==> src/rtl/core/atoi_pkg.sv <==
// ----------------------------------------------------------------------------
// atoi_pkg: shared types and constants for the ASCII to integer parser
// Parser phases, status codes, character constants and the digit decoder.
// ----------------------------------------------------------------------------
`default_nettype none

package atoi_pkg;

    localparam int OFFSET_BITS_DEF = 16;
    localparam int VALUE_BITS      = 64;
    localparam int RADIX_BITS      = 6;
    localparam int END_BITS        = 16;

    localparam logic [RADIX_BITS-1:0] RADIX_RESET = 6'd10;
    localparam logic [RADIX_BITS-1:0] RADIX_MAX   = 6'd36;
    localparam logic [RADIX_BITS-1:0] NO_DIGIT    = 6'd36;
    localparam logic [RADIX_BITS-1:0] BASE_OCT    = 6'd8;
    localparam logic [RADIX_BITS-1:0] BASE_DEC    = 6'd10;
    localparam logic [RADIX_BITS-1:0] BASE_HEX    = 6'd16;
    localparam logic [7:0]            CASE_FOLD   = 8'd32;

    localparam logic [7:0] CHAR_NUL   = 8'h00;
    localparam logic [7:0] CHAR_TAB   = 8'h09;
    localparam logic [7:0] CHAR_LF    = 8'h0A;
    localparam logic [7:0] CHAR_CR    = 8'h0D;
    localparam logic [7:0] CHAR_SPACE = 8'h20;
    localparam logic [7:0] CHAR_PLUS  = 8'h2B;
    localparam logic [7:0] CHAR_MINUS = 8'h2D;
    localparam logic [7:0] CHAR_ZERO  = 8'h30;
    localparam logic [7:0] CHAR_X_LO  = 8'h78;
    localparam logic [7:0] CHAR_X_UP  = 8'h58;

    typedef enum logic [0:0] {
        CFG_RADIX = 1'b0,
        CFG_LIMIT = 1'b1
    } cfg_index_t;

    typedef enum logic [2:0] {
        PH_SPACE   = 3'd0,
        PH_START   = 3'd1,
        PH_ZERO    = 3'd2,
        PH_HEXPFX  = 3'd3,
        PH_DIGITS  = 3'd4,
        PH_DONE    = 3'd5,
        PH_INVALID = 3'd6
    } phase_t;

    typedef enum logic [1:0] {
        ST_OK       = 2'd0,
        ST_RANGE    = 2'd1,
        ST_BAD_BASE = 2'd2
    } status_t;

    // Digit value of a character in base 36, NO_DIGIT when it is none.
    function automatic logic [RADIX_BITS-1:0] digit_of(input logic [7:0] c);
        logic [7:0] f;
        f = c;
        if (c >= 8'h41 && c <= 8'h5A) f = c + CASE_FOLD;
        if (f >= 8'h30 && f <= 8'h39) return RADIX_BITS'(f - 8'h30);
        if (f >= 8'h61 && f <= 8'h7A) return RADIX_BITS'(f - 8'h61 + 8'd10);
        return NO_DIGIT;
    endfunction

endpackage

`default_nettype wire

==> src/rtl/core/ascii_to_integer_parser.sv <==
// ----------------------------------------------------------------------------
// ascii_to_integer_parser: streaming strtoul-style string to integer converter
// Takes one byte per request, emits value, status and end offset on NUL.
// ----------------------------------------------------------------------------
//  channel | direction | handshake             | payload
//  --------+-----------+-----------------------+------------------------------
//  input   | in        | in_valid / in_stall   | char_in[7:0]
//  output  | out       | out_valid / out_stall | value[63:0] status end_offset
//  config  | in        | cfg_valid / cfg_ready | cfg_index, cfg_data[63:0]
//
//  One byte per cycle sustained while no NUL is held back: a byte is held in
//  the input register, then one pass through the digit multiply-add (64x6
//  bits) and the limit compare updates the string state; a NUL loads the
//  result register from there. Reset (rst_n, async low) clears all control
//  state, radix to 10, limit_reg to all ones. out_stall only holds back NUL
//  bytes while a result is still waiting; other bytes keep flowing.
// ----------------------------------------------------------------------------
`default_nettype none

module ascii_to_integer_parser #(
    parameter int OFFSET_BITS = atoi_pkg::OFFSET_BITS_DEF
) (
    input  wire logic                            clk,
    input  wire logic                            rst_n,
    // input byte channel
    input  wire logic                            in_valid,
    output logic                                 in_stall,
    input  wire logic [7:0]                      char_in,
    // result channel
    output logic                                 out_valid,
    input  wire logic                            out_stall,
    output logic [atoi_pkg::VALUE_BITS-1:0]      value,
    output logic [1:0]                           status,
    output logic [atoi_pkg::END_BITS-1:0]        end_offset,
    // configuration write channel
    input  wire logic                            cfg_valid,
    output logic                                 cfg_ready,
    input  wire logic                            cfg_index,
    input  wire logic [atoi_pkg::VALUE_BITS-1:0] cfg_data
);

    import atoi_pkg::*;

    localparam logic [OFFSET_BITS-1:0] POS_MAX = {OFFSET_BITS{1'b1}};
    localparam int PROD_BITS = VALUE_BITS + RADIX_BITS;

    // configuration registers
    logic [RADIX_BITS-1:0] radix_reg;
    logic [VALUE_BITS-1:0] limit_reg;

    // input register
    logic       in_valid_reg;
    logic [7:0] char_reg;

    // string state
    phase_t                phase_reg, phase_next;
    logic [VALUE_BITS-1:0] acc_reg, acc_next;
    logic                  neg_reg, neg_next;
    logic [RADIX_BITS-1:0] base_reg, base_next;
    logic [OFFSET_BITS-1:0] pos_reg, pos_next;
    logic [OFFSET_BITS:0]   stop_reg, stop_next;   // one wider: saturated pos + 1
    logic                  conv_reg, conv_next;
    logic                  ovf_reg, ovf_next;

    // result register
    logic                  out_valid_reg;
    logic [VALUE_BITS-1:0] value_reg, value_next;
    status_t               status_reg, status_next;
    logic [END_BITS-1:0]   end_reg, end_next;

    logic accept;
    logic advance;
    logic out_free;
    logic is_nul;
    logic radix_ok;
    logic radix_auto_hex;          // radix is 0 or 16: 0x prefix allowed
    logic [RADIX_BITS-1:0] take_base;
    logic [RADIX_BITS-1:0] digit;
    logic [PROD_BITS-1:0]  prod;
    logic [OFFSET_BITS-1:0] pos_inc;
    logic [END_BITS-1:0]   stop_trim;

    assign cfg_ready = 1'b1;

    always_ff @(posedge clk or negedge rst_n)
    begin
        if (!rst_n)
        begin
            radix_reg <= RADIX_RESET;
            limit_reg <= '1;
        end
        else if (cfg_valid)
        begin
            case (cfg_index)
                CFG_RADIX: radix_reg <= cfg_data[RADIX_BITS-1:0];
                CFG_LIMIT: limit_reg <= cfg_data;
                default:   ;
            endcase
        end
    end

    // Handshake: a NUL byte needs a free result slot, other bytes always pass.
    assign is_nul   = (char_reg == CHAR_NUL);
    assign out_free = !out_valid_reg || !out_stall;
    assign advance  = in_valid_reg && (!is_nul || out_free);
    assign in_stall = in_valid_reg && !advance;
    assign accept   = in_valid && !in_stall;

    always_ff @(posedge clk or negedge rst_n)
    begin
        if (!rst_n)
        begin
            in_valid_reg <= 1'b0;
        end
        else if (accept)
        begin
            in_valid_reg <= 1'b1;
        end
        else if (advance)
        begin
            in_valid_reg <= 1'b0;
        end
    end

    always_ff @(posedge clk)
    begin
        if (accept)
        begin
            char_reg <= char_in;
        end
    end

    assign radix_ok       = (radix_reg == '0) || (radix_reg >= 6'd2 && radix_reg <= RADIX_MAX);
    assign radix_auto_hex = (radix_reg == '0) || (radix_reg == BASE_HEX);

    // Base used by the digit path: the first digit of a string uses the
    // radix register directly, later digits the latched base.
    always_comb
    begin
        if (phase_reg == PH_SPACE || phase_reg == PH_START)
        begin
            take_base = (radix_reg == '0) ? BASE_DEC : radix_reg;
        end
        else
        begin
            take_base = base_reg;
        end
    end

    assign digit = digit_of(char_reg);

    // acc*base + d > limit is the same test as the limit/base, limit%base
    // comparison, without needing a divider.
    assign prod    = PROD_BITS'(acc_reg) * PROD_BITS'(take_base) + PROD_BITS'(digit);
    assign pos_inc = (pos_reg == POS_MAX) ? pos_reg : pos_reg + 1'b1;

    generate
        if (OFFSET_BITS + 1 >= END_BITS)
        begin : g_trim
            assign stop_trim = stop_reg[END_BITS-1:0];
        end
        else
        begin : g_pad
            assign stop_trim = {{(END_BITS-OFFSET_BITS-1){1'b0}}, stop_reg};
        end
    endgenerate

    always_comb
    begin
        logic do_digit;
        logic start_byte;

        phase_next  = phase_reg;
        acc_next    = acc_reg;
        neg_next    = neg_reg;
        base_next   = base_reg;
        pos_next    = pos_reg;
        stop_next   = stop_reg;
        conv_next   = conv_reg;
        ovf_next    = ovf_reg;
        value_next  = value_reg;
        status_next = status_reg;
        end_next    = end_reg;
        do_digit    = 1'b0;
        start_byte  = 1'b0;

        if (is_nul)
        begin
            if (phase_reg == PH_INVALID ||
                ((phase_reg == PH_SPACE || phase_reg == PH_START) && !radix_ok))
            begin
                value_next  = '0;
                status_next = ST_BAD_BASE;
                end_next    = '0;
            end
            else
            begin
                value_next  = neg_reg ? ('0 - acc_reg) : acc_reg;
                status_next = ovf_reg ? ST_RANGE : ST_OK;
                end_next    = conv_reg ? stop_trim : '0;
            end
            phase_next = PH_SPACE;
            acc_next   = '0;
            neg_next   = 1'b0;
            base_next  = '0;
            pos_next   = '0;
            stop_next  = '0;
            conv_next  = 1'b0;
            ovf_next   = 1'b0;
        end
        else
        begin
            pos_next = pos_inc;
            case (phase_reg)
                PH_SPACE:
                begin
                    if (char_reg inside {CHAR_SPACE, CHAR_TAB, CHAR_CR, CHAR_LF})
                    begin
                        phase_next = PH_SPACE;
                    end
                    else if (char_reg inside {CHAR_PLUS, CHAR_MINUS})
                    begin
                        if (!radix_ok)
                        begin
                            phase_next = PH_INVALID;
                        end
                        else
                        begin
                            neg_next   = (char_reg == CHAR_MINUS);
                            phase_next = PH_START;
                        end
                    end
                    else
                    begin
                        start_byte = 1'b1;
                    end
                end
                PH_START:
                begin
                    start_byte = 1'b1;
                end
                PH_ZERO:
                begin
                    if ((char_reg == CHAR_X_LO || char_reg == CHAR_X_UP) && radix_auto_hex)
                    begin
                        base_next  = BASE_HEX;
                        phase_next = PH_HEXPFX;
                    end
                    else
                    begin
                        do_digit = 1'b1;
                    end
                end
                PH_HEXPFX, PH_DIGITS:
                begin
                    do_digit = 1'b1;
                end
                default:
                begin
                    phase_next = phase_reg;
                end
            endcase

            // first byte after whitespace and sign: latch the base
            if (start_byte)
            begin
                if (!radix_ok)
                begin
                    phase_next = PH_INVALID;
                end
                else if (char_reg == CHAR_ZERO && radix_auto_hex)
                begin
                    // lone zero counts as a converted digit
                    base_next  = (radix_reg == '0) ? BASE_OCT : BASE_HEX;
                    acc_next   = '0;
                    conv_next  = 1'b1;
                    stop_next  = {1'b0, pos_reg} + 1'b1;
                    phase_next = PH_ZERO;
                end
                else
                begin
                    base_next = take_base;
                    do_digit  = 1'b1;
                end
            end

            if (do_digit)
            begin
                if (take_base < 6'd2 || digit >= take_base)
                begin
                    phase_next = PH_DONE;
                end
                else
                begin
                    stop_next = {1'b0, pos_reg} + 1'b1;
                    conv_next = 1'b1;
                    if (prod > PROD_BITS'(limit_reg))
                    begin
                        acc_next   = '1;
                        neg_next   = 1'b0;
                        ovf_next   = 1'b1;
                        phase_next = PH_DONE;
                    end
                    else
                    begin
                        acc_next   = prod[VALUE_BITS-1:0];
                        phase_next = PH_DIGITS;
                    end
                end
            end
        end
    end

    always_ff @(posedge clk or negedge rst_n)
    begin
        if (!rst_n)
        begin
            phase_reg <= PH_SPACE;
            acc_reg   <= '0;
            neg_reg   <= 1'b0;
            base_reg  <= '0;
            pos_reg   <= '0;
            stop_reg  <= '0;
            conv_reg  <= 1'b0;
            ovf_reg   <= 1'b0;
        end
        else if (advance)
        begin
            phase_reg <= phase_next;
            acc_reg   <= acc_next;
            neg_reg   <= neg_next;
            base_reg  <= base_next;
            pos_reg   <= pos_next;
            stop_reg  <= stop_next;
            conv_reg  <= conv_next;
            ovf_reg   <= ovf_next;
        end
    end

    // result register: loaded on NUL, cleared when taken
    always_ff @(posedge clk or negedge rst_n)
    begin
        if (!rst_n)
        begin
            out_valid_reg <= 1'b0;
        end
        else if (advance && is_nul)
        begin
            out_valid_reg <= 1'b1;
        end
        else if (!out_stall)
        begin
            out_valid_reg <= 1'b0;
        end
    end

    always_ff @(posedge clk)
    begin
        if (advance && is_nul)
        begin
            value_reg  <= value_next;
            status_reg <= status_next;
            end_reg    <= end_next;
        end
    end

    assign out_valid  = out_valid_reg;
    assign value      = value_reg;
    assign status     = status_reg;
    assign end_offset = end_reg;

    // ------------------------------------------------------------------------
    // assertions
    // ------------------------------------------------------------------------
    a_bad_base_zero: assert property (@(posedge clk) disable iff (!rst_n)
        (out_valid && status == ST_BAD_BASE) |-> (value == '0 && end_offset == '0))
        else $error("invalid base result carries data");

    a_range_ones: assert property (@(posedge clk) disable iff (!rst_n)
        (out_valid && status == ST_RANGE) |-> (value == '1))
        else $error("range overflow result is not all ones");

    a_invalid_clean: assert property (@(posedge clk) disable iff (!rst_n)
        (phase_reg == PH_INVALID) |-> (acc_reg == '0 && !conv_reg && !ovf_reg))
        else $error("invalid phase holds conversion state");

    a_held_byte: assert property (@(posedge clk) disable iff (!rst_n)
        (in_valid_reg && !advance) |=> (in_valid_reg && $stable(char_reg)))
        else $error("stalled input byte lost");

    a_nul_rearms: assert property (@(posedge clk) disable iff (!rst_n)
        (advance && is_nul) |=> (phase_reg == PH_SPACE && out_valid_reg))
        else $error("parser did not rearm after NUL");

endmodule

`default_nettype wire

==> config.mk <==
export PLATFORM = sky130hd
export DESIGN_NAME = ascii_to_integer_parser
export DESIGN_NICKNAME = d
export VERILOG_FILES = /design/src/rtl/core/atoi_pkg.sv /design/src/rtl/core/ascii_to_integer_parser.sv
export SDC_FILE = /design/constraint.sdc
export NUM_CORES = 2
export LEC_CHECK = 0
export BUFFER_PORTS_ARGS = -buffer_cell sky130_fd_sc_hd__buf_2
export CAP_MARGIN = 10
export CORE_ASPECT_RATIO = 1.5
export CORE_MARGIN = 1
export CORE_UTILIZATION = 55
export DETAILED_ROUTE_END_ITERATION = 7
export HOLD_SLACK_MARGIN = 0.08
export PLACE_DENSITY = 0.84
export RECOVER_POWER = 25
export SETUP_SLACK_MARGIN = 0.3
export SLEW_MARGIN = 20
export SYNTH_ARGS = -nofsm -noshare
export SYNTH_HDL_FRONTEND = slang
export SYNTH_SLANG_ARGS = --single-unit
export TNS_END_PERCENT = 20
==> constraint.sdc <==
create_clock -name clk -period 12.25 [get_ports clk]
set_clock_uncertainty 0.05 [all_clocks]
set_input_delay 1.225 -clock clk [delete_from_list [all_inputs] [get_ports clk]]
set_output_delay 1.225 -clock clk [all_outputs]
set_load 0.01 [all_outputs]
# == After elaboration in Yosys (flattened, before gate mapping) ==
# Index checks and enable logic that the tools add are counted.
# totals
memories,0
register_bits,271
word_cells,175
romBits,0
input_bits,78
ram_bits,0
latch_bits,0
# classes
n_lt_le_gt_ge,11
addsub,8
shift,0
bitwise_logic,2
n_mul,1
mux,78
n_div,0
reduce_logical,40
n_eq_ne,19
# ops
operator,count
64-bit 2-to-1 mux,8
17-bit 2-to-1 mux,6
6-bit 2-to-1 mux,12
70-bit by 6-bit adder with 70-bit output,1
70-bit by 64-bit > comparator with 1-bit output,1
64-bit by 6-bit multiplier with 70-bit output,1
1-bit by 64-bit subtractor with 64-bit output (first input constant),1
1-bit 2-to-1 mux,36
8-bit by 6-bit equality test with 1-bit output (second input constant),4
16-bit 2-to-1 mux,2
3-bit 2-to-1 mux,9
8-bit by 4-bit equality test with 1-bit output (second input constant),3
16-bit by 1-bit adder with 17-bit output (second input constant),1
16-bit by 1-bit adder with 16-bit output (second input constant),1
16-bit equality test (second input constant),1
8-bit by 7-bit equality test with 1-bit output (second input constant),2
8-bit by 7-bit >= comparator with 1-bit output (second input constant),2
8-bit by 7-bit <= comparator with 1-bit output (second input constant),2
6-bit subtractor (second input constant),2
1-bit logical AND,11
8-bit by 6-bit adder with 8-bit output (second input constant),1
8-bit by 6-bit >= comparator with 1-bit output (second input constant),1
8-bit by 6-bit <= comparator with 1-bit output (second input constant),1
8-bit zero test,1
25 further kinds,49

# == Longest topological paths before layout ==
# logic_depth
ltp_word,15
depth_mapped,40
mapped_depth_nobuf,38

# == Least setup slack after synthesis ==
# OpenSTA, ideal clock, no wires.
# synth_path
path_type,register to register
from,register radix_reg[1]
to,register acc_reg[30]
arrival_time_ns,9.284
period_less_slack_ns,9.456
n_path_buf,3
stages_incl_launch_ff,37
slack_ns,2.794
cell_sequence,dfstp_2 > or4_1 > nor3_1 > nor2_1 > a21oi_1 > clkbuf_1 > nand2_1 > fa_1 > fa_1 > inv_1 > fa_1 > inv_1 > fa_1 > inv_1 > ha_1 > o211ai_1 > o21ai_0 > a21oi_1 > a2111oi_0 > nor3b_1 > o31a_1 > o21ai_0 > xnor2_1 > inv_1 > ha_1 > nand4_1 > nor4_1 > nand3_1 > o32ai_1 > a211oi_1 > nor4_1 > nand4_1 > nor4_1 > clkbuf_1 > clkbuf_1 > nand2_1 > a32o_1
# synth_via
elab_chain_cells,11
elab_cells_between_ends,30
# synth_rtl
item,line,source
"start, declared",ascii_to_integer_parser.sv:48,logic [RADIX_BITS-1:0] radix_reg;
"start signal, assigned",ascii_to_integer_parser.sv:95,CFG_RADIX: radix_reg <= cfg_data[RADIX_BITS-1:0];
branches (longest 9 deep; another with 64-bit by 6-bit multiplier with 70-bit output),--,
64-bit 2-to-1 mux *,ascii_to_integer_parser.sv:287,if (do_digit)
64-bit 2-to-1 mux *,ascii_to_integer_parser.sv:187,if (is_nul)
"end signal, assigned",ascii_to_integer_parser.sv:330,acc_reg <= acc_next;
"end, declared",ascii_to_integer_parser.sv:57,"logic [VALUE_BITS-1:0] acc_reg, acc_next;"
# Mark *: on every way between the ends. The select of a mux whose other input is x is not followed.
# A chain may end at the register's enable or synchronous reset.

# == Worst setup path in the final report ==
# layout_path
from,register phase_reg[2]
to,register acc_reg[8]
# layout_via
elab_chain_cells,10
elab_cells_between_ends,26
# layout_rtl
item,line,source
"start, declared",ascii_to_integer_parser.sv:56,"phase_t phase_reg, phase_next;"
"start signal, assigned",ascii_to_integer_parser.sv:329,phase_reg <= phase_next;
3-bit by 1-bit equality test with 1-bit output or 3-bit zero test (tied branches),"ascii_to_integer_parser.sv:140, ascii_to_integer_parser.sv:214",
1-bit logical OR,ascii_to_integer_parser.sv:140,if (phase_reg == PH_SPACE || phase_reg == PH_START)
6-bit 2-to-1 mux,ascii_to_integer_parser.sv:140,
64-bit by 6-bit multiplier with 70-bit output,ascii_to_integer_parser.sv:154,assign prod = PROD_BITS'(acc_reg) * PROD_BITS'(take_base) + PROD_BITS'(digit);
70-bit by 6-bit adder with 70-bit output,ascii_to_integer_parser.sv:154,
70-bit by 64-bit > comparator with 1-bit output,ascii_to_integer_parser.sv:297,if (prod > PROD_BITS'(limit_reg))
64-bit 2-to-1 mux,ascii_to_integer_parser.sv:297,
64-bit 2-to-1 mux,ascii_to_integer_parser.sv:289,if (take_base < 6'd2 || digit >= take_base)
64-bit 2-to-1 mux *,ascii_to_integer_parser.sv:287,
64-bit 2-to-1 mux *,ascii_to_integer_parser.sv:187,
# Mark *: on every way between the ends. The rest lies on a longest branch, timed or not. The select of a mux whose other input is x is not followed.

==> reports/qor.txt <==
Period utilization - 0.901
Cells after synthesis - 3,188
CTS clock-pin slew for the worst setup and hold paths - 80 ps
Post-route DRC - 0
Highest ir drop seen on vdd - 114 uV
I/O Pins - 163
Total die area - 0.0518 sq mm
Max Fclk - 90.6 MHz
First drt pass iteration count - 5
Lkg Pwr - 14.7 nW
Root buf cell - clkbuf_16
Die width - 186 um
Initial antenna violation count - 0
R2R setup slack - 1210 ps
Clock period minus worst slack - 11,040 ps
Hold Crit Class - flop to flop
Final net count - 3,758
Netlist cell types - 73
Worst EP required - 12,690 ps
CTS Buffer Depth - 3
Worst r2r dst - acc_reg[8]$_DFFE_PN0P_
Most instantiated library cell after synthesis - nand2_1
Async SR Flop Fraction - 0.667
Worst-path fanout max - 38
Failing checks - capacitance limit, slew limit
Switching share of power - 0.390
H-tree depth - 1
# hold bufs at CTS - 0
Final GP Congestion - 0.979
Clk pwr share - 0.288
Worst EP arrival - 11,480 ps
Mapped Area - 0.0280 sq mm
Register area share after synthesis - 0.261
Layout cell share with drive strength beyond 1 - 0.128
Gate power share - 0.331
Synth area leader - fa_1
Vias per cell - 5.91
Most instantiated cells after synthesis - 580 x nand2_1, 401 x inv_1, 252 x fa_1, 225 x ha_1, 188 x nor2_1
Post-DRT Antenna Nets - 0
DR iter-0 viols - 1,641
MaxCap Viol Count - 3
Area Overhead vs Synth - 7.54%
Flop pwr share - 0.381
Setup-failing EPs final - 0
Critical-path top delay cell - mux2_2
Vias in the first global route - 23,609
Total core area - 0.0499 sq mm
Post-Syn Nets - 3,743
Total gr overflow - 0
Status - finished, violations left
DP Wirelength - 55.5 mm
Global-route wire length before repair - 120 mm
Most common flop cell mapped by yosys - dfrtp_1
CTS tree - yes
EDFF count, synth - 90
RSZ-0062 raised after global routing - false
Reg2reg start - phase_reg[2]$_DFFE_PN0P_
Max_slew headroom - -1.51
Clock Sinks - 270
Setup TNS - 0 ps
Worst-Skew Late Latency - 610 ps
Post-DP Area - 0.0291 sq mm
Pin count of the biggest net entering global routing - 67
Synth warnings - 0
Design Area, Final - 0.0301 sq mm
Crit end category - flop
Int Pwr - 2.05 mW
#FFs+latches synth - 270
Post-synth top area share - 0.180
Startpoint types - flop
Total track usage - 0.292
Crit Path Category - flop to flop
Max Slew Vio Count - 185
Mean Syn Cell Area - 8.77 sq um
Worst Setup SP - phase_reg[2]$_DFFE_PN0P_
Crit path to - acc_reg[8]$_DFFE_PN0P_
Switching Power - 1.31 mW
Die Ht - 278 um
Initial core utilization - 0.560
Measured slew at the worst slew-check pin - 3770 ps
Fin. Hold Viols - 0
ANT cells - 0
Max incr delay on CP - 690 ps
Top post-synthesis cells by area - fa_1 18%, dfrtp_1 10%, ha_1 10%
FP Rows - 100
Drt wl/cell - 18.8 um
Power per standard cell area - 112 mW/mm^2
TritonCTS buffer count - 29
Via count - 22,982
# port buffers - 161
Drt total wl - 73.2 mm
Worst R2R Path Depth - 32
## how the worst min path moves through the flow
stage                                   startpoint  slack, ps                       end  cells past startpoint
after floorplan            stop_reg[0]$_DFFE_PN0P_        390   stop_reg[0]$_DFFE_PN0P_                      2
after global routing       stop_reg[7]$_DFFE_PN0P_        460   stop_reg[7]$_DFFE_PN0P_                      2
after CTS                  stop_reg[0]$_DFFE_PN0P_        430   stop_reg[0]$_DFFE_PN0P_                      2
final                      stop_reg[0]$_DFFE_PN0P_        420   stop_reg[0]$_DFFE_PN0P_                      2
after global placement    stop_reg[11]$_DFFE_PN0P_        400  stop_reg[11]$_DFFE_PN0P_                      2
after detailed placement   stop_reg[0]$_DFFE_PN0P_        410   stop_reg[0]$_DFFE_PN0P_                      2
## per-stage QoR
| step | setup slack [ps] | util | power (mW) | hold slack [ps] | std cells |
|---|---|---|---|---|---|
| after floorplan | 2790 | - | 2.04 | 392 | 3188 |
| after global placement | 1500 | 0.582 | 2.34 | 402 | 3835 |
| after detailed placement | 1140 | 0.582 | 2.38 | 413 | 3835 |
| after CTS | 1100 | 0.603 | 3.36 | 428 | 3889 |
| after global routing | 498 | 0.602 | 3.56 | 462 | 3889 |
| final | 1210 | 0.602 | 3.35 | 422 | 3889 |
## final cells by class
| type | count | area, sq um |
|---|---|---|
| flip-flops and latches | 270 | 7290 |
| fillers | 4150 | 19900 |
| inverters | 401 | 1510 |
| clock buffers | 29 | 726 |
| well taps | 663 | 830 |
| multi-input cells | 2315 | 18400 |
| repair buffers | 186 | 983 |
| clock inverters | 25 | 299 |
## layout by cell type, fill, tap and decap left out, types with 52 or more instances in the layout
cell / synthesis / final
xnor2_1: 52 / 52
fa_1: 252 / 252
nand2_1: 580 / 580
edfxtp_1: 90 / 90
dfstp_2: 66 / 66
o21ai_0: 141 / 141
xor2_1: 87 / 87
buf_2: 2 / 159
mux2_2: 75 / 74
ha_1: 225 / 225
nor2_1: 188 / 186
dfrtp_1: 114 / 113
and2_1: 65 / 65
inv_1: 401 / 399
a21oi_1: 153 / 151
## per-layer routing
layer,global-route usage,share of wire
met1,0.334,0.37
met2,0.505,0.50
met3,0.0440,0.064
met4,0.185,0.068
met5,0,0
## power by group through the flow
stage | sequential, mW | combinational [mW] | clock, mW
5_1_grt | 1.29 | 1.25 | 1.01
3_5_place_dp | 1.29 | 1.09 | 0
2_1_floorplan | 1.13 | 0.910 | 0
4_1_cts | 1.27 | 1.11 | 0.984
3_3_place_gp | 1.28 | 1.06 | 0
6_report | 1.28 | 1.11 | 0.967
## repair_timing
action	CTS	global route
endpoints found under the setup margin	0	4
setup buffers	0	0
resized for setup	0	2
## worst max-delay path: cells and delay by family, from the launching register on
family                     cells  cell delay, ps
and+or+nand+nor               11            3640
AOI/OAI and AO/OA             10            3230
adders and majority gates      6            2610
muxes                          1             690
DFF                            1             460
buffers and inverters          4             220
## cells by family (layout without fill, tap and decap cells)
| family | after synthesis | in the layout | share of synthesized area |
|---|---|---|---|
| AOI/OAI and AO/OA | 557 | 557 | 0.131 |
| xor gates and xnor gates | 139 | 139 | 0.0435 |
| adders and majority gates | 477 | 477 | 0.281 |
| buffers and inverters | 603 | 641 | 0.0819 |
| DFF | 270 | 270 | 0.261 |
| muxes | 79 | 79 | 0.0316 |
| other | 1 | 1 | 0.000134 |
| and+or+nand+nor | 1062 | 1062 | 0.170 |
Note: power is estimated with default switching activity, not from simulation.
